<file path="src/rtl/core/fgvs_pkg.sv">
// Types and constants of the flash GC victim select block.
`default_nettype none

package fgvs_pkg;

   // Clamp limits applied to the configuration registers
   localparam int unsigned MAX_PAGES_PER_ROW = 256;
   localparam int unsigned MAX_ROWS          = 255;

   // Page status codes
   localparam logic [7:0] STATUS_DELETED = 8'h00;
   localparam logic [7:0] STATUS_FREE    = 8'hff;

   // Configuration register indexes
   localparam int unsigned CSR_INDEX_W = 2;
   localparam int unsigned CSR_DATA_W  = 9;
   localparam logic [CSR_INDEX_W-1:0] CSR_PAGES_PER_ROW  = 2'd0;
   localparam logic [CSR_INDEX_W-1:0] CSR_ROW_COUNT      = 2'd1;
   localparam logic [CSR_INDEX_W-1:0] CSR_META_ROW_COUNT = 2'd2;

   // Configuration reset values
   localparam logic [8:0] PAGES_PER_ROW_RESET  = 9'd16;
   localparam logic [7:0] ROW_COUNT_RESET      = 8'd63;
   localparam logic [6:0] META_ROW_COUNT_RESET = 7'd2;

   typedef struct packed {
      logic       forced;
      logic       data_space;
      logic [7:0] row;
      logic [7:0] slot;
      logic [7:0] status_byte;
      logic       last;
   } req_payload_type;

   typedef struct packed {
      logic [7:0]  victim_row;
      logic [7:0]  victim_deleted;
      logic        do_collect;
      logic        out_of_space;
      logic [15:0] free_pages;
      logic [15:0] deleted_pages;
      logic [15:0] full_pages;
   } rsp_payload_type;

   typedef struct packed {
      logic [CSR_INDEX_W-1:0] index;
      logic [CSR_DATA_W-1:0]  data;
   } csr_payload_type;

endpackage

`default_nettype wire

</file>
<file path="src/rtl/core/fgvs_channels_if.sv">
// Valid/ready channel interfaces of the flash GC victim select block.
`default_nettype none

interface fgvs_req_if;
   logic                     valid;
   logic                     ready;
   fgvs_pkg::req_payload_type payload;

   modport source (output valid, output payload, input ready);
   modport sink (input valid, input payload, output ready);
endinterface

interface fgvs_rsp_if;
   logic                     valid;
   logic                     ready;
   fgvs_pkg::rsp_payload_type payload;

   modport source (output valid, output payload, input ready);
   modport sink (input valid, input payload, output ready);
endinterface

interface fgvs_csr_if;
   logic                     valid;
   logic                     ready;
   fgvs_pkg::csr_payload_type payload;

   modport source (output valid, output payload, input ready);
   modport sink (input valid, input payload, output ready);
endinterface

`default_nettype wire

</file>
<file path="src/rtl/core/flash_gc_victim_select.sv">
// Flash GC greedy victim select: page status counting and victim row tracking.
`default_nettype none

// Status bytes stream in one transaction per cycle, row by row, when no stall
// holds them. Each byte is latched in an input register, then classified and
// folded into the counters, so an item enters every cycle unless stalled; its
// result (only on the last byte of a pass) is written to the result register.
// The only stall comes from the result register: a last byte waits in the
// input register while an earlier result is still untaken. Configuration
// writes are taken every cycle and must only happen while the block is idle.
module flash_gc_victim_select (
   input  wire logic        clock,
   input  wire logic        reset,
   fgvs_req_if.sink         req_chan,
   fgvs_rsp_if.source       rsp_chan,
   fgvs_csr_if.sink         csr_chan
);
   import fgvs_pkg::*;

   // Configuration registers
   logic [8:0] pages_per_row_ff;
   logic [7:0] row_count_ff;
   logic [6:0] meta_row_count_ff;

   // Input stage
   logic            s1_valid_ff, s1_valid_in;
   req_payload_type s1_payload_ff;
   logic            s1_fire;

   // Pass state
   logic [15:0] free_total_ff, free_total_in;
   logic [15:0] deleted_total_ff, deleted_total_in;
   logic [15:0] full_total_ff, full_total_in;
   logic [7:0]  row_deleted_ff, row_deleted_in;
   logic [7:0]  best_deleted_ff, best_deleted_in;
   logic [7:0]  best_row_ff, best_row_in;
   logic [7:0]  cur_row_ff;
   logic        in_pass_ff;

   // Result register
   logic            rsp_valid_ff, rsp_valid_in;
   rsp_payload_type rsp_payload_ff, rsp_payload_in;

   // Datapath terms
   logic [8:0]  ppr;
   logic [7:0]  rows;
   logic [7:0]  range_lo;
   logic [7:0]  range_hi;
   logic        pass_start;
   logic        counted;
   logic        is_deleted;
   logic        is_free;
   logic [7:0]  row_base;
   logic [7:0]  best_base;
   logic [15:0] free_base, deleted_base, full_base;
   logic [10:0] best_x5;

   // Configuration writes
   assign csr_chan.ready = 1'b1;

   always_ff @(posedge clock) begin
      if (reset) begin
         pages_per_row_ff  <= PAGES_PER_ROW_RESET;
         row_count_ff      <= ROW_COUNT_RESET;
         meta_row_count_ff <= META_ROW_COUNT_RESET;
      end else if (csr_chan.valid) begin
         case (csr_chan.payload.index)
            CSR_PAGES_PER_ROW:  pages_per_row_ff  <= csr_chan.payload.data;
            CSR_ROW_COUNT:      row_count_ff      <= csr_chan.payload.data[7:0];
            CSR_META_ROW_COUNT: meta_row_count_ff <= csr_chan.payload.data[6:0];
            default: ;
         endcase
      end
   end

   // Advance the input stage unless a last byte meets an occupied result register that is not being taken
   assign s1_fire        = s1_valid_ff &&
                           (!s1_payload_ff.last || !rsp_valid_ff || rsp_chan.ready);
   assign req_chan.ready = !s1_valid_ff || s1_fire;
   assign s1_valid_in    = (req_chan.valid && req_chan.ready) ? 1'b1
                         : (s1_fire ? 1'b0 : s1_valid_ff);

   always_ff @(posedge clock) begin
      if (reset) begin
         s1_valid_ff <= 1'b0;
      end else begin
         s1_valid_ff <= s1_valid_in;
      end
   end

   always_ff @(posedge clock) begin
      if (req_chan.valid && req_chan.ready) begin
         s1_payload_ff <= req_chan.payload;
      end
   end

   // Clamp the configuration and pick the scanned row range
   always_comb begin
      ppr  = (pages_per_row_ff > 9'(MAX_PAGES_PER_ROW)) ? 9'(MAX_PAGES_PER_ROW)
                                                        : pages_per_row_ff;
      rows = (row_count_ff > 8'(MAX_ROWS)) ? 8'(MAX_ROWS) : row_count_ff;
      range_lo = 8'd0;
      range_hi = rows;
      if (s1_payload_ff.forced) begin
         if (s1_payload_ff.data_space) begin
            range_lo = {1'b0, meta_row_count_ff};
         end else begin
            range_hi = {1'b0, meta_row_count_ff};
         end
      end
   end

   // Classify the byte
   assign counted = (s1_payload_ff.row >= range_lo) && (s1_payload_ff.row < range_hi) &&
                    (s1_payload_ff.slot != 8'd0) && (ppr >= 9'd2) &&
                    ({1'b0, s1_payload_ff.slot} < (ppr - 9'd1));
   assign is_deleted = (s1_payload_ff.status_byte == STATUS_DELETED);
   assign is_free    = (s1_payload_ff.status_byte == STATUS_FREE);

   // Restart the counts at the start of a pass (the totals only when not forced), and the row count on a row change
   assign pass_start   = !in_pass_ff;
   assign row_base     = (pass_start || s1_payload_ff.row != cur_row_ff) ? 8'd0
                                                                          : row_deleted_ff;
   assign best_base    = pass_start ? 8'd0 : best_deleted_ff;
   assign free_base    = (pass_start && !s1_payload_ff.forced) ? 16'd0 : free_total_ff;
   assign deleted_base = (pass_start && !s1_payload_ff.forced) ? 16'd0 : deleted_total_ff;
   assign full_base    = (pass_start && !s1_payload_ff.forced) ? 16'd0 : full_total_ff;

   // Update the row count, the victim and, outside forced passes, the totals
   always_comb begin
      row_deleted_in   = row_base;
      best_deleted_in  = best_base;
      best_row_in      = pass_start ? 8'd0 : best_row_ff;
      free_total_in    = free_base;
      deleted_total_in = deleted_base;
      full_total_in    = full_base;
      if (counted && is_deleted) begin
         if (row_base != 8'hff) begin
            row_deleted_in = row_base + 8'd1;
         end
         if (row_deleted_in > best_base) begin
            best_deleted_in = row_deleted_in;
            best_row_in     = s1_payload_ff.row;
         end
      end
      if (counted && !s1_payload_ff.forced) begin
         if (is_deleted) begin
            if (deleted_base != 16'hffff) deleted_total_in = deleted_base + 16'd1;
         end else if (is_free) begin
            if (free_base != 16'hffff) free_total_in = free_base + 16'd1;
         end else begin
            if (full_base != 16'hffff) full_total_in = full_base + 16'd1;
         end
      end
   end

   always_ff @(posedge clock) begin
      if (reset) begin
         free_total_ff    <= 16'd0;
         deleted_total_ff <= 16'd0;
         full_total_ff    <= 16'd0;
         row_deleted_ff   <= 8'd0;
         best_deleted_ff  <= 8'd0;
         best_row_ff      <= 8'd0;
         cur_row_ff       <= 8'd0;
         in_pass_ff       <= 1'b0;
      end else if (s1_fire) begin
         free_total_ff    <= free_total_in;
         deleted_total_ff <= deleted_total_in;
         full_total_ff    <= full_total_in;
         row_deleted_ff   <= row_deleted_in;
         best_deleted_ff  <= best_deleted_in;
         best_row_ff      <= best_row_in;
         cur_row_ff       <= s1_payload_ff.row;
         in_pass_ff       <= !s1_payload_ff.last;
      end
   end

   // Build the result on the last byte of a pass
   assign best_x5 = {1'b0, best_deleted_in, 2'b00} + {3'b000, best_deleted_in};

   always_comb begin
      rsp_payload_in.victim_row     = best_row_in;
      rsp_payload_in.victim_deleted = best_deleted_in;
      rsp_payload_in.do_collect     = s1_payload_ff.forced ||
                                      ({1'b0, best_deleted_in} > (ppr >> 1)) ||
                                      ({5'd0, best_x5} > free_total_in);
      rsp_payload_in.out_of_space   = s1_payload_ff.forced && (best_deleted_in == 8'd0);
      rsp_payload_in.free_pages     = free_total_in;
      rsp_payload_in.deleted_pages  = deleted_total_in;
      rsp_payload_in.full_pages     = full_total_in;
   end

   // Hold the result until the sink takes it
   assign rsp_valid_in = (s1_fire && s1_payload_ff.last) ? 1'b1
                       : (rsp_chan.ready ? 1'b0 : rsp_valid_ff);

   always_ff @(posedge clock) begin
      if (reset) begin
         rsp_valid_ff <= 1'b0;
      end else begin
         rsp_valid_ff <= rsp_valid_in;
      end
   end

   always_ff @(posedge clock) begin
      if (s1_fire && s1_payload_ff.last) begin
         rsp_payload_ff <= rsp_payload_in;
      end
   end

   assign rsp_chan.valid   = rsp_valid_ff;
   assign rsp_chan.payload = rsp_payload_ff;

endmodule

`default_nettype wire

</file>
<file path="src/flat_wrapper.sv">
// flat-port wrapper written by rule: the top's interface ports become plain ports
module flash_gc_victim_select_flat import fgvs_pkg::*;
  (clock, reset, req_chan_valid, req_chan_payload, req_chan_ready, rsp_chan_valid, rsp_chan_payload, rsp_chan_ready, csr_chan_valid, csr_chan_payload, csr_chan_ready);
  fgvs_req_if req_chan_i ();
  fgvs_rsp_if rsp_chan_i ();
  fgvs_csr_if csr_chan_i ();
  input  wire logic clock;
  input  wire logic reset;
  input wire logic [$bits(req_chan_i.valid)-1:0] req_chan_valid;
  input wire logic [$bits(req_chan_i.payload)-1:0] req_chan_payload;
  output wire logic [$bits(req_chan_i.ready)-1:0] req_chan_ready;
  output wire logic [$bits(rsp_chan_i.valid)-1:0] rsp_chan_valid;
  output wire logic [$bits(rsp_chan_i.payload)-1:0] rsp_chan_payload;
  input wire logic [$bits(rsp_chan_i.ready)-1:0] rsp_chan_ready;
  input wire logic [$bits(csr_chan_i.valid)-1:0] csr_chan_valid;
  input wire logic [$bits(csr_chan_i.payload)-1:0] csr_chan_payload;
  output wire logic [$bits(csr_chan_i.ready)-1:0] csr_chan_ready;
  assign req_chan_i.valid = req_chan_valid;
  assign req_chan_i.payload = req_chan_payload;
  assign req_chan_ready = req_chan_i.ready;
  assign rsp_chan_valid = rsp_chan_i.valid;
  assign rsp_chan_payload = rsp_chan_i.payload;
  assign rsp_chan_i.ready = rsp_chan_ready;
  assign csr_chan_i.valid = csr_chan_valid;
  assign csr_chan_i.payload = csr_chan_payload;
  assign csr_chan_ready = csr_chan_i.ready;
  flash_gc_victim_select u_core (.clock(clock), .reset(reset), .req_chan(req_chan_i), .rsp_chan(rsp_chan_i), .csr_chan(csr_chan_i));
endmodule
</file>
<file path="config.mk">
export PLATFORM = sky130hd
export DESIGN_NAME = flash_gc_victim_select_flat
export DESIGN_NICKNAME = d
export VERILOG_FILES = /design/src/rtl/core/fgvs_pkg.sv /design/src/rtl/core/fgvs_channels_if.sv /design/src/rtl/core/flash_gc_victim_select.sv /design/src/flat_wrapper.sv
export SDC_FILE = /design/constraint.sdc
export NUM_CORES = 1
export LEC_CHECK = 0
export ABC_CLOCK_PERIOD_IN_PS = 14590
export BUFFER_PORTS_ARGS = -buffer_cell sky130_fd_sc_hd__buf_2
export CAP_MARGIN = 0
export CORE_MARGIN = 3
export CORE_UTILIZATION = 42
export DETAILED_ROUTE_END_ITERATION = 8
export PLACE_DENSITY_LB_ADDON = 0.2
export SLEW_MARGIN = 10
export SYNTH_ARGS = -nofsm -noshare
export SYNTH_HDL_FRONTEND = slang
export SYNTH_SLANG_ARGS = --single-unit
</file>
<file path="constraint.sdc">
create_clock -name clock -period 14.59 [get_ports clock]
set_input_delay 2.918 -clock clock [delete_from_list [all_inputs] [get_ports clock]]
set_output_delay 2.918 -clock clock [all_outputs]
set_load 0.01 [all_outputs]
</file>
# Yosys cells after proc, flatten, opt, wreduce, memory -nomap -nowiden

Cells that the tools add are included.
Widths: inputs -> output; s select.

Equal/unequal tests: 8
$lt $le $gt $ge: 9
Muxes and demuxes: 34
Reductions and logical operators: 31
Add/subtract/negate cells: 6

Operators by type and width:

| cell                  | number |
|---|---|
| $mux 16               | 14 |
| $mux 8                | 14 |
| $add 16x1->16 const B | 3 |
| $ne 16x16->1 const B  | 3 |
| $gt 11x16->1          | 1 |
| $gt 8x8->1            | 2 |
| $logic_not 8->1       | 2 |
| $add 10x8->11         | 1 |
| $logic_and 1x1->1     | 11 |
| $ge 9x2->1 const B    | 1 |
| $gt 9x9->1 const B    | 1 |
| $lt 8x9->1            | 1 |
| $mux 9                | 1 |
| $sub 9x1->9 const B   | 1 |
| $add 8x1->8 const B   | 1 |
| $eq 8x8->1 const B    | 1 |
| $ge 8x8->1            | 1 |
| $gt 8x8->1 const B    | 1 |
| $lt 8x8->1            | 1 |
| $ne 8x8->1            | 1 |
| $ne 8x8->1 const B    | 1 |
| $reduce_bool 8->1     | 1 |
| $mux 7                | 1 |
| $logic_or 1x1->1      | 6 |
| other kinds (7)       | 17 |

Word-level logic and storage cells: 114
Flip-flop bits (word level): 200

# Logic depth before layout (Yosys ltp)

Depth in word-level cells: 17
Gate-level depth with buffers: 33
Depth with buffers taken out: 32

# Least setup slack after synthesis

OpenSTA, ideal clock, no wires.

Path kind: flip-flop to flip-flop
From: register u_core.s1_payload_ff[22] (netlist name)
To: register u_core.rsp_payload_ff (netlist bit u_core.rsp_chan.payload[49]) (data pin)
Arrival time: 6474 ps
Setup time: 262 ps
Buffers on the path: 0
Cell stages (with the launch flop): 32
Setup slack: 7854 ps
Data required time: 14328 ps
Path through: edfxtp_1 -> xor2_1 -> nor4_2 -> and3_1 -> and2_1 -> ha_1 -> nand4_2 -> or2_2 -> a21oi_1 -> ha_1 -> and2_2 -> nand4_1 -> and4bb_4 -> nor3_1 -> or3_4 -> nand3_1 -> o21ai_0 -> ha_1 -> ha_1 -> o221ai_1 -> o21ai_0 -> a21oi_1 -> mux2_4 -> a21oi_2 -> nor2_1 -> a311o_1 -> ha_1 -> nand4_1 -> o32ai_1 -> a21oi_1 -> nand3_1 -> o41ai_1

RTL lines:

| what                   | RTL line                      | text |
|---|---|---|
| start, declared        | flash_gc_victim_select.sv:27  | `req_payload_type s1_payload_ff;` |
| start signal, assigned | flash_gc_victim_select.sv:93  | `s1_payload_ff <= req_chan.payload;` |
| end signal, assigned   | flash_gc_victim_select.sv:208 | `rsp_payload_ff <= rsp_payload_in;` |
| end, declared          | flash_gc_victim_select.sv:42  | `rsp_payload_type rsp_payload_ff, rsp_payload_in;` |

==> impl_metrics.py <==
metrics = {
    "synth": {
        "synth-simple-area-share_pct": 23.39,
        "synth_nets": 1298,
        "synth_largest_area_cell": "edfxtp_1",
        "ys_ff_latch": 200,
        "synth_top_family_by_area": "simple AND/OR/NAND/NOR gates",
        "syn_avg_cell_area_um2": 9.132,
        "yosys.area_share.adder_pct": 6.399,
        "synth_enable_flop_cells": 93,
        "synth_seq_area_share_pct": 45.07,
        "synth_cells": 1199,
        "yosys-mux-area-fraction_pct": 3.245,
        "yosys_warnings": 0,
        "synth_compound_area_share_pct": 12.60,
        "async_reset_ff_share_pct": 0,
        "synth_cell_type_count": 83,
        "synthFlopType": "dfxtp_1",
        "synth_area_leaders": "edfxtp_1 26%, dfxtp_1 20%, nand2_1 6.5%",
        "synth_most_common_cell": "nand2_1",
        "yosysTopAreaCellShare_pct": 25.51,
        "synth_common_cells": "190 x nand2_1, 129 x nor2_1, 107 x dfxtp_1",
        "synth_xor_area_share_pct": 5.199,
        "synthesis.area_um2": 10950,
    },
    "sta": {
        "hold_viol_final": 0,
        "fin_crit_ns": 8.406,
        "max_slew.worst_pin.slew_ns": 1.004,
        "maxSlewViolCount": 0,
        "finClkSkew_ns": 0.01293,
        "fin_setup_tns_ns": 0,
        "max_freq_ghz": 0.1190,
        "setup_viol": 0,
        "grt_setup_unrepaired": "false",
        "max_slew_margin_pct": 33.07,
        "hold_slack_ns": 0.4556,
        "timing.final.crit_share_pct": 57.62,
    },
    "final_layout": {
        "layout-drive-gt1-share_pct": 15.49,
        "num_antenna_cells": 0,
        "register_area_um2": 4935,
        "area_growth_pct": 12.62,
        "nFillCells": 2445,
        "finish.net_count": 1371,
        "multi_input_area_um2": 5598,
        "final_util_pct": 48.55,
    },
    "min_path": {
        "hold_start": "u_core.best_row_ff[0]$_SDFFE_PP0P_",
        "min_path_type": "reg2reg",
    },
    "worst_setup_path": {
        "regToRegStartpoint": "u_core.s1_payload_ff[22]$_DFFE_PP_",
        "crit_arrival_ns": 8.63,
        "regToRegSetupSlack_ns": 6.18,
        "slowest_delay_ns": 0.59,
        "reg2reg_depth": 31,
        "path_buf_inv": 0,
        "path_depth": 31,
        "worstPathRequired_ns": 14.81,
        "crit_top_cell": "ha_1",
        "crit_path_start_kind": "flop",
        "startpoint": "u_core.s1_payload_ff[22]$_DFFE_PP_",
        "slowest_stage": "o21ai_0",
        "r2r_end": "u_core.rsp_chan.payload[49]$_DFFE_PP_",
        "critPathMaxFanout": 12,
        "cp-endpoint": "u_core.rsp_chan.payload[49]$_DFFE_PP_",
        "crit_type": "reg2reg",
        "crit_family": "simple AND/OR/NAND/NOR gates",
        "cp-end-kind": "flop",
    },
    "die": {
        "die_area_um2": 28040,
        "start_util_pct": 43.11,
        "die_w_um": 167.5,
        "design.portCount": 112,
        "fp-row-count": 58,
        "core_area_um2": 25400,
        "fp.dieH_um": 167.5,
    },
    "detailed_routing": {
        "drt-wirelength-per-cell_um": 17.14,
        "drt_iter0_drc": 743,
        "dr.pass1.iters": 5,
        "ant_nets": 0,
        "drc": 0,
        "wl_um": 27670,
        "viasPerCell": 5.492,
        "vias": 8870,
    },
    "power": {
        "p_leak_nw": 4.802,
        "irDropWorstVdd_mv": 0.08071,
        "p_per_area_nw_per_um2": 100.1,
        "total_power_mw": 1.235,
    },
    "cts": {
        "cts_inserted_buffers": 17,
        "htree_num_levels": 4,
        "clk-insertion-delay-late_ns": 0.44,
        "ctsResizeCount": 0,
        "cts_buffer_depth": 2,
        "cts_tree": "built",
        "post_cts_buffers": 0,
        "root_buffer": "clkbuf_16",
        "clkTransAtPathRegs_ns": 0.08,
        "postCtsHoldBufs": 0,
        "clock-sinks": 200,
    },
    "grt": {
        "grt_pass1_vias": 8202,
        "overflow": 0,
        "grt_pass1_wl_um": 44450,
        "grt_antenna_before_repair": 0,
        "grt.total_usage_pct": 19.53,
        "grt_max_degree": 76,
    },
    "placement": {
        "numPortBuffers": 110,
        "gp_congestion": 0.8922,
        "hpwl_um": 19330,
    },
    "status": {
        "outcome": "completed",
    },
    "flow_run": {
        "maxCapViolCount": 0,
    },
}
[report_power, final]
group / internal (mW) / switching (mW)
Clock: 0.267 / 0.247
Sequential: 0.601 / 0.0121
Combinational: 0.0395 / 0.0672
Total: 0.908 / 0.326
[sequential cells by signal, summed over array words and instances (netlist names)]
register and count:
u_core.best_deleted_ff 8, u_core.s1_valid_ff 1, u_core.rsp_chan.valid 1, u_core.in_pass_ff 1
u_core.deleted_total_ff 16, u_core.rsp_chan.payload 66, u_core.row_deleted_ff 8, u_core.cur_row_ff 8
u_core.pages_per_row_ff 9, u_core.full_total_ff 16, u_core.s1_payload_ff 27, u_core.best_row_ff 8
u_core.row_count_ff 8, u_core.free_total_ff 16, u_core.meta_row_count_ff 7
[per-layer routing]
metal / vias to the layer above / global-route usage (%) / part of all wire (%)
met3: 25 / 3.612 / 5.4
li1: 4409 / - / -
met1: 4172 / 29.43 / 51
met2: 264 / 28.72 / 42
met5: - / 0 / 0
met4: 0 / 5.478 / 1.8
[worst min-delay path, stage by stage (launching register included)]
cell     delay, ns
dfxtp_1       0.31
nand2_1       0.05
a21oi_1       0.05
[cell type report]
type,count,area share (%)
Clock inverter,15,1.806
Clock buffer,17,3.450
Inverter,33,1.005
Timing Repair Buffer,118,4.972
Tap cell,330,3.349
Sequential cell,200,40.02
Multi-Input combinational cell,902,45.40
[through the flow]
step	setup slack [ns]	instance area, µm²	std cells
after global placement	6.687	11680	1583
final	6.184	12330	1615
after floorplan	7.854	10950	1199
after CTS	6.308	12330	1615
after detailed placement	6.339	11680	1583
after global routing	5.582	12330	1615
[logic make-up after synthesis]
group | count (synthesis)
buf+inv | 97
xor+xnor | 65
compound gates | 221
fa+ha+maj | 56
mux | 33
other cells | 1
flops | 200
simple gates | 526
[how the worst min path moves through the flow]
stage                                                         to  cells after the start  slack (ns)
after global placement    u_core.best_deleted_ff[0]$_SDFFE_PP0P_                      2        0.44
after CTS                     u_core.best_row_ff[0]$_SDFFE_PP0P_                      2        0.46
after floorplan           u_core.best_deleted_ff[0]$_SDFFE_PP0P_                      2        0.43
final                         u_core.best_row_ff[0]$_SDFFE_PP0P_                      2        0.46
after global routing          u_core.best_row_ff[3]$_SDFFE_PP0P_                      2        0.48
after detailed placement      u_core.best_row_ff[0]$_SDFFE_PP0P_                      2        0.45
[placed cells by master (no fill, tap or decap), types with 5 or more instances in the layout]
cell / Yosys / layout
nand2_1: 190 / 189
mux2i_1: 23 / 23
a21o_1: 8 / 8
nor2b_1: 10 / 10
nand2b_1: 5 / 5
nand3b_1: 8 / 8
nand3_1: 37 / 37
and2_1: 10 / 9
a31oi_1: 10 / 9
inv_1: 32 / 32
clkbuf_16: 0 / 17
a22oi_1: 15 / 15
nor2_1: 129 / 128
nand4_1: 23 / 23
clkinv_8: 0 / 5
o21ai_1: 5 / 5
xnor2_1: 23 / 23
and4_1: 7 / 7
a211oi_1: 11 / 11
a211o_1: 5 / 5
or2_2: 5 / 5
a21oi_1: 80 / 80
xor2_1: 42 / 42
nor3_1: 31 / 31
buf_2: 4 / 109
buf_4: 1 / 9
mux2_2: 5 / 5
o21a_1: 10 / 10
o21ai_0: 51 / 51
nor4_1: 8 / 8
dfxtp_1: 107 / 107
and3_1: 24 / 23
ha_1: 56 / 56
edfxtp_1: 93 / 93
Power figures use the tool's default switching activity.
